## src/plasma_pixel_generator_unit_assert.svh

```systemverilog
// ----------------------------------------------------------------------------
// Assertion macros for the plasma pixel generator
// Shared wrappers for clocked implication checks with synchronous reset.
// ----------------------------------------------------------------------------
`ifndef PLASMA_PIXEL_GENERATOR_UNIT_ASSERT_SVH
`define PLASMA_PIXEL_GENERATOR_UNIT_ASSERT_SVH

// Same-cycle implication, disabled while reset is low.
`define PPG_ASSERT_IMPLY(label, clk, rst_n, ante, cons) \
    label: assert property (@(posedge clk) disable iff (!(rst_n)) (ante) |-> (cons)) \
        else $error("plasma pixel generator: check failed");

// Next-cycle implication, disabled while reset is low.
`define PPG_ASSERT_NEXT(label, clk, rst_n, ante, cons) \
    label: assert property (@(posedge clk) disable iff (!(rst_n)) (ante) |=> (cons)) \
        else $error("plasma pixel generator: check failed");

`endif

```

## src/ppg_pkg.sv

```systemverilog
// ----------------------------------------------------------------------------
// ppg_pkg
// Widths, constants, pipeline control type and the quarter-wave sine table.
// ----------------------------------------------------------------------------
package ppg_pkg;

    localparam int COEF_BITS   = 10;
    localparam int X_W         = 10;
    localparam int T_W         = 24;
    localparam int REG_BITS    = 60;
    localparam int NUM_REGS    = 6;
    localparam int NUM_CH      = 3;
    localparam int NUM_TERMS   = 4;
    localparam int NUM_LOOKUPS = NUM_CH * NUM_TERMS;

    // phase path
    localparam int AY_W        = COEF_BITS + X_W + 1;
    localparam int XY_W        = AY_W + 1;
    localparam int CT_W        = COEF_BITS + T_W + 1;
    localparam int P_W         = CT_W + 8;
    localparam int PHASE_SHIFT = COEF_BITS + 4;

    // sine table
    localparam int SINE_ENTRIES = 1024;
    localparam int SINE_AW      = 10;
    localparam int QUARTER_AW   = SINE_AW - 2;
    localparam int QUARTER_LEN  = SINE_ENTRIES / 4;
    localparam int MAG_W        = PHASE_SHIFT + SINE_AW;
    localparam int SINE_W       = 16;
    localparam int QMAG_W       = SINE_W - 1;
    localparam logic [63:0] HALF_PI_Q30 = 64'd1686629713;

    // level mapping
    localparam int SUM_W        = 18;
    localparam int LVL_W        = 6;
    localparam int LEVEL_SHIFT  = 17;
    localparam int PROD_W       = SUM_W + LVL_W;
    localparam int LEVEL_BIAS   = 65536;
    localparam logic [LVL_W-1:0] LEVEL_M [NUM_CH] = '{6'd63, 6'd15, 6'd31};

    typedef logic [REG_BITS-1:0] t_reg_bank [NUM_REGS];
    typedef logic [QUARTER_LEN-1:0][QMAG_W-1:0] t_qtab;

    // per-stage load enables, stage 1 nearest the input
    typedef struct packed {
        logic s1;
        logic s2;
        logic s3;
        logic s4;
        logic s5;
        logic s6;
    } t_adv;

    // Q1.14 sine over the first quarter turn, Q2.30 series to the x^13 term
    function automatic logic [QMAG_W-1:0] quarter_sine(input logic [63:0] rem);
        logic [63:0]        x;
        logic [63:0]        x2;
        logic [63:0]        term;
        logic signed [63:0] sum;
        x    = (rem * HALF_PI_Q30 + 64'(SINE_ENTRIES / 2)) / SINE_ENTRIES;
        x2   = (x * x) >> 30;
        term = x;
        sum  = signed'(x);
        term = ((term * x2) >> 30) / 6;
        sum  = sum - signed'(term);
        term = ((term * x2) >> 30) / 20;
        sum  = sum + signed'(term);
        term = ((term * x2) >> 30) / 42;
        sum  = sum - signed'(term);
        term = ((term * x2) >> 30) / 72;
        sum  = sum + signed'(term);
        term = ((term * x2) >> 30) / 110;
        sum  = sum - signed'(term);
        term = ((term * x2) >> 30) / 156;
        sum  = sum + signed'(term);
        if (sum < 0) begin
            sum = '0;
        end
        return QMAG_W'((sum + 64'sd32768) >>> 16);
    endfunction

    function automatic t_qtab build_qtab();
        t_qtab tab;
        for (int k = 0; k < QUARTER_LEN; k++) begin
            tab[k] = quarter_sine(64'(4 * k));
        end
        return tab;
    endfunction

    localparam t_qtab QTAB = build_qtab();
    localparam logic [QMAG_W-1:0] QUARTER_PEAK = quarter_sine(64'(SINE_ENTRIES));

    // full-turn sine entry rebuilt from the quarter table by symmetry
    function automatic logic signed [SINE_W-1:0] sine_value(input logic [SINE_AW-1:0] idx);
        logic [QUARTER_AW-1:0] j;
        logic [QMAG_W-1:0]     mag;
        j = idx[QUARTER_AW-1:0];
        if (idx[QUARTER_AW]) begin
            mag = (j == '0) ? QUARTER_PEAK : QTAB[QUARTER_AW'(~j + QUARTER_AW'(1))];
        end else begin
            mag = QTAB[j];
        end
        return idx[QUARTER_AW+1] ? -signed'({1'b0, mag}) : signed'({1'b0, mag});
    endfunction

endpackage

```

## src/ppg_level.sv

```systemverilog
// ----------------------------------------------------------------------------
// ppg_level
// Stages 5-6: sum four terms per channel, then scale to the channel level.
// ----------------------------------------------------------------------------
module ppg_level (
    input  logic                                i_clk,
    input  ppg_pkg::t_adv                       i_adv,
    input  logic signed [ppg_pkg::SINE_W-1:0]   i_sin [ppg_pkg::NUM_LOOKUPS],
    output logic [ppg_pkg::LVL_W-1:0]           o_level [ppg_pkg::NUM_CH]
);

    for (genvar ch = 0; ch < ppg_pkg::NUM_CH; ch++) begin : g_ch
        localparam int B = ch * ppg_pkg::NUM_TERMS;

        logic signed [ppg_pkg::SUM_W-1:0]  r_sum;
        logic [ppg_pkg::SUM_W-1:0]         w_biased;
        logic [ppg_pkg::PROD_W-1:0]        w_prod;
        logic [ppg_pkg::LVL_W-1:0]         r_level;

        // stage 5: channel sum, Q3.14 in -4..4
        always_ff @(posedge i_clk) begin
            if (i_adv.s5) begin
                r_sum <= ppg_pkg::SUM_W'(i_sin[B + 0]) + ppg_pkg::SUM_W'(i_sin[B + 1])
                       + ppg_pkg::SUM_W'(i_sin[B + 2]) + ppg_pkg::SUM_W'(i_sin[B + 3]);
            end
        end

        // stage 6: (sum + 4) * M / 8, never above M
        assign w_biased = ppg_pkg::SUM_W'(r_sum + ppg_pkg::SUM_W'(ppg_pkg::LEVEL_BIAS));
        assign w_prod   = ppg_pkg::PROD_W'(w_biased) * ppg_pkg::PROD_W'(ppg_pkg::LEVEL_M[ch]);

        always_ff @(posedge i_clk) begin
            if (i_adv.s6) begin
                r_level <= w_prod[ppg_pkg::LEVEL_SHIFT +: ppg_pkg::LVL_W];
            end
        end

        assign o_level[ch] = r_level;
    end

endmodule
```

## config.mk

```make
export PLATFORM = sky130hd
export DESIGN_NAME = ppg_level
export DESIGN_NICKNAME = d
export VERILOG_FILES = /design/src/plasma_pixel_generator_unit_assert.svh /design/src/ppg_pkg.sv /design/src/ppg_level.sv
export SDC_FILE = /design/constraint.sdc
export NUM_CORES = 1
export LEC_CHECK = 0
export BUFFER_PORTS_ARGS = -buffer_cell sky130_fd_sc_hd__buf_2
export CORE_MARGIN = 2
export CORE_UTILIZATION = 53
export DETAILED_ROUTE_END_ITERATION = 12
export GPL_ROUTABILITY_DRIVEN = 0
export PLACE_DENSITY = 0.84
export SLEW_MARGIN = 25
export SYNTH_ARGS = -nofsm -noshare
export SYNTH_HDL_FRONTEND = slang
export SYNTH_SLANG_ARGS = --single-unit
export TNS_END_PERCENT = 30
```

## constraint.sdc

```tcl
create_clock -name i_clk -period 4 [get_ports i_clk]
set_input_delay 0.2 -clock i_clk [delete_from_list [all_inputs] [get_ports i_clk]]
set_output_delay 0.2 -clock i_clk [all_outputs]
set_load 0.02 [all_outputs]
```

# After elaboration in Yosys (flattened, before gate mapping)
# Index checks and enable logic that the tools add are counted.
[totals]
regBits = 71
latch_bits = 0
ram_bits = 0
romBits = 0
in_bits = 199
output_inout_bits = 18
word_cells = 21
memories = 0
[classes]
addsub = 12
mul = 3
div_mod_pow = 0
magnitude_cmp = 0
eq_ne = 0
n_shift = 0
mux = 0
bitwise = 0
reduce_logical = 0
[ops]
columns = ["cell", "n"]
rows = [
  ["$add A17 B16 Y18", 3],
  ["$add A18 B16 Y18", 3],
  ["$add A18 B18 Y18 const B", 3],
  ["$add A16 B16 Y17", 3],
  ["$mul A18 B5 Y23 const B", 1],
  ["$mul A18 B6 Y23 const B", 1],
  ["$mul A18 B4 Y22 const B", 1],
]

# Longest topological paths before layout
[logic_depth]
ltp_word = 3
depth_mapped = 14
depth_no_buf = 14

# Worst setup path before layout
# No wires, ideal clock.
[synth_path]
path_type = "reg-to-reg"
start = "register g_ch[2].r_sum[2] in the netlist's numbering"
end = "register g_ch[2].r_level[4] in the netlist's numbering (data pin)"
setup_ns = 0.260
arrival_time_ns = 3.555
required_time_ns = 3.740
slack_ns = 0.185
path_stages_with_launch = 15
path_buffers = 0
cell_sequence = "edfxtp_1 inv_1 fa_1 inv_1 fa_1 inv_1 fa_1 inv_1 ha_1 and3_1 a221oi_1 o221ai_1 a221oi_2 mux2i_1 nor4_2"
[synth_between]
elab_chain_len = 2
[synth_lines]
columns = ["item", "line_no", "text"]
rows = [
  ["from (decl)", "ppg_level.sv:15", "logic signed [ppg_pkg::SUM_W-1:0] r_sum;"],
  ["from (signal assigned)", "ppg_level.sv:23", "r_sum <= ppg_pkg::SUM_W'(i_sin[B + 0]) + ppg_pkg::SUM_W'(i_sin[B + 1])"],
  ["$add A18 B18 Y18", "ppg_level.sv:29", "assign w_biased = ppg_pkg::SUM_W'(r_sum + ppg_pkg::SUM_W'(ppg_pkg::LEVEL_BIAS));"],
  ["$mul A18 B5 Y23", "ppg_level.sv:30", "assign w_prod = ppg_pkg::PROD_W'(w_biased) * ppg_pkg::PROD_W'(ppg_pkg::LEVEL_M[ch]);"],
  ["named net g_ch[2].w_prod, one bit", "ppg_level.sv:17", "logic [ppg_pkg::PROD_W-1:0] w_prod;"],
  ["to (signal assigned)", "ppg_level.sv:34", "r_level <= w_prod[ppg_pkg::LEVEL_SHIFT +: ppg_pkg::LVL_W];"],
  ["to (decl)", "ppg_level.sv:18", "logic [ppg_pkg::LVL_W-1:0] r_level;"],
]
# The timed path passes the listed nets, and every way through them passes these cells.
# A chain may end at the register's enable or synchronous reset.

# Final worst setup path
# Ends and elaborated chain as after synthesis.

==> reports/results.txt <==
status = complete, no violations
cell type with the highest occurrence count on the critical path = sky130_fd_sc_hd__fa_1
Achievable Freq = 253 MHz
critical-path cell list = inv_2 > buf_4 > fa_1 > inv_1 > fa_1 > inv_1 > fa_1 > inv_2 > ha_4 > and3_4 > a221oi_2 > o221ai_1 > a221oi_2 > mux2i_1 > nor4_2
total congestion overflow after global routing = 0
EDFF count, synth = 71
Crit Reg-Reg Startpoint = g_ch[2].r_sum[2]$_DFFE_PP_
Final Skew = 0.00655 ns
final worst path period need = 3.95 ns
wire length reported by the detailed router = 22.1 mm
critical path class = reg -> reg
depth of the worst register-to-register path = 15
H-tree depth reported by CTS = 3
longest individual stage delay on the worst path = 0.53 ns
standard cell core area = 0.0212 mm2
Rows = 53
endpoints failing hold = 0
commonest non-fill, non-tap cell in the layout = sky130_fd_sc_hd__fa_1
endpoint of the worst-slack reg-to-reg timing path = g_ch[2].r_level[4]$_DFFE_PP_
Area growth syn-to-layout = 17.2%
number of failing setup endpoints in the final timing report = 0
number of sinks on the clock net = 71
setup slack on the worst flop-to-flop path = 0.05 ns
startpoint of the lowest-slack hold path = i_adv[1]
Die Wd = 152 um
count of vias placed by the detailed router = 8198
WP data arrival = 4.04 ns
via count of the first global-routing pass = 8822
placed inst area = 0.0130 mm2
post-DR vias/cell = 5.33
number of iterations in the first detailed-routing pass = 5
worst hold stages = 1
starting density of the core = 54.4%
maximum fanout encountered on the critical timing path = 2
overall routing resource usage = 20.1%
share of the clock period used by the worst path after layout = 98.7%
number of buffers created by CTS = 9
top cell family by delay on the critical path = adder cells
Finished Layout Cells = 1538
endpoint of the worst hold-timing path = g_ch[0].r_sum[1]$_DFFE_PP_
pin count of the biggest net entering global routing = 52
first-pass GRT wire length = 37.3 mm
library cell used as clock root buffer = sky130_fd_sc_hd__clkbuf_16
violation count after the first detailed-route iteration = 300
Inserted Diodes = 0
CTS tree = done
cell count after placement = 1512
min-delay worst type = in -> reg
warnings from Yosys = 0
average wire per standard cell = 14.4 um
number of unique standard cell types used by synthesis = 65
IO Count = 217
Post-DP HPWL = 18.9 mm
die span in y = 152 um
share of flip-flops with an asynchronous set or reset after synthesis = 0%
Port Buffers = 211
count of nets after finishing = 1808
commonest register cell after synthesis = sky130_fd_sc_hd__edfxtp_1
Max Transition Viols Final = 0
remaining number of nets flagged by the antenna check after routing = 0
total nets after synthesis = 1563
summed negative setup slack over all endpoints = 0 ns
number of antenna violations at the first check in global routing = 0
Critical Path Source Type = register
clock latency of the later-clocked register in the worst-skew pair = 0.34 ns
flip-flop and latch count after synthesis = 71
leading cell types in the layout, fill and taps excluded = sky130_fd_sc_hd__fa_1, sky130_fd_sc_hd__buf_2, sky130_fd_sc_hd__inv_1, sky130_fd_sc_hd__ha_1, sky130_fd_sc_hd__edfxtp_1
average cell area after synthesis = 11.4 um2
share of post-route cells with drive strength above 1 = 23.4%
design area = 0.0135 mm2
RSZ-0062 raised after global routing = yes
number of buffers inserted by hold repair at cts = 0
max_slew headroom = 54.5%
crit end category = register
full die area = 0.0230 mm2
CP Data Required Time = 4.09 ns
clock transition at the registers of the reported paths = 0.06 ns
synthesized area = 0.0115 mm2
Worst-Margin Slew = 0.683 ns
Residual DRC = 0
final core utilization = 63.7%
synthesized instance count = 1013
Seq/Total Area, Yosys = 18.5%
Max Cap Violations = 0
maximum clock path buffer count = 2
cell with the largest stage delay on the worst path = sky130_fd_sc_hd__fa_1
Crit path buffers/inverters = 5
## synth_stat cells, types with 4 or more instances
library cell,count,area share [%]
sky130_fd_sc_hd__nor2_1,38,1.2
sky130_fd_sc_hd__edfxtp_1,71,18
sky130_fd_sc_hd__or4_1,4,0.26
sky130_fd_sc_hd__nand4_1,7,0.38
sky130_fd_sc_hd__nor2b_1,9,0.49
sky130_fd_sc_hd__o21a_1,15,0.98
sky130_fd_sc_hd__o21bai_1,5,0.33
sky130_fd_sc_hd__xnor2_1,47,3.6
sky130_fd_sc_hd__a31oi_1,7,0.38
sky130_fd_sc_hd__or3_1,4,0.22
sky130_fd_sc_hd__xor2_1,14,1.1
sky130_fd_sc_hd__a21oi_1,51,2.2
sky130_fd_sc_hd__o21ai_0,31,1.3
sky130_fd_sc_hd__a21o_1,23,1.5
sky130_fd_sc_hd__and2_1,4,0.22
sky130_fd_sc_hd__a211oi_1,14,0.91
sky130_fd_sc_hd__nand3_1,11,0.48
sky130_fd_sc_hd__nor3_1,18,0.78
sky130_fd_sc_hd__fa_1,219,38
sky130_fd_sc_hd__inv_1,189,6.1
sky130_fd_sc_hd__nand2b_1,6,0.33
sky130_fd_sc_hd__ha_1,132,14
sky130_fd_sc_hd__a21boi_0,4,0.26
sky130_fd_sc_hd__nand2_1,18,0.59
sky130_fd_sc_hd__o211ai_1,8,0.52
sky130_fd_sc_hd__o31ai_1,6,0.39
## final cells by class
cell class	instances	area, um2
clock buffer	10	229
clock inverter	6	61.3
fill	1652	7700
inverter	189	709
multi-input combinational	751	8800
sequential	71	2130
tap	275	344
timing repair buffer	236	1240
## how the worst max path moves through the flow
stage | from | cells after the start | endpoint | slack, ns
after floorplan | g_ch[2].r_sum[2]$_DFFE_PP_ | 14 | g_ch[2].r_level[4]$_DFFE_PP_ | 0.18
after global placement | g_ch[2].r_sum[2]$_DFFE_PP_ | 14 | g_ch[2].r_level[4]$_DFFE_PP_ | 0.08
after detailed placement | g_ch[2].r_sum[2]$_DFFE_PP_ | 14 | g_ch[2].r_level[4]$_DFFE_PP_ | -0.05
after CTS | g_ch[2].r_sum[2]$_DFFE_PP_ | 14 | g_ch[2].r_level[4]$_DFFE_PP_ | -0.006
after global routing | g_ch[0].r_sum[6]$_DFFE_PP_ | 10 | g_ch[0].r_level[5]$_DFFE_PP_ | -0.11
final | g_ch[2].r_sum[2]$_DFFE_PP_ | 15 | g_ch[2].r_level[4]$_DFFE_PP_ | 0.05
## kinds of logic (layout without fill, tap and decap cells)
family,Yosys count,count (layout),share of synthesized area (%)
and+or+nand+nor,132,132,5.85
buffers and inverters,191,441,6.25
AOI/OAI and AO/OA,204,204,12.3
other,1,1,0.0325
xor gates and xnor gates,61,61,4.63
DFF,71,71,18.5
muxes,2,2,0.174
adders and majority gates,351,351,52.3
## metrics by stage
stage          setup WS, ns  hold slack (ns)
2_1_floorplan         0.185            0.312
3_3_place_gp         0.0829            0.451
3_5_place_dp        -0.0536            0.460
4_1_cts            -0.00608           0.0994
5_1_grt              -0.110            0.104
6_report             0.0530            0.112
## layer usage
metal  vias up  wire length [um]  track usage, %
met1      4066              8660            23.6
li1       3930                 -               -
met5         -                 0               0
met2       175             12300            38.1
met4         0               308            5.74
met3        27               866            2.96
## sequential cells by signal, summed over array words and instances, names as in the netlist
| name | count |
|---|---|
| g_ch.r_sum | 54 |
| g_ch.r_level | 17 |
## what timing repair did
| action | 4_1_cts | 5_1_grt |
|---|---|---|
| pin swaps | 3 | 22 |
| endpoints found under the hold margin | 0 | 0 |
| gates cloned | 0 | 0 |
| setup buffers | 0 | 10 |
| resized for setup | 4 | 29 |
| endpoints found under the setup margin | 1 | 11 |
Power is not shown: default switching activity piles up to over one toggle a cycle in this logic, so the estimate is an artifact.
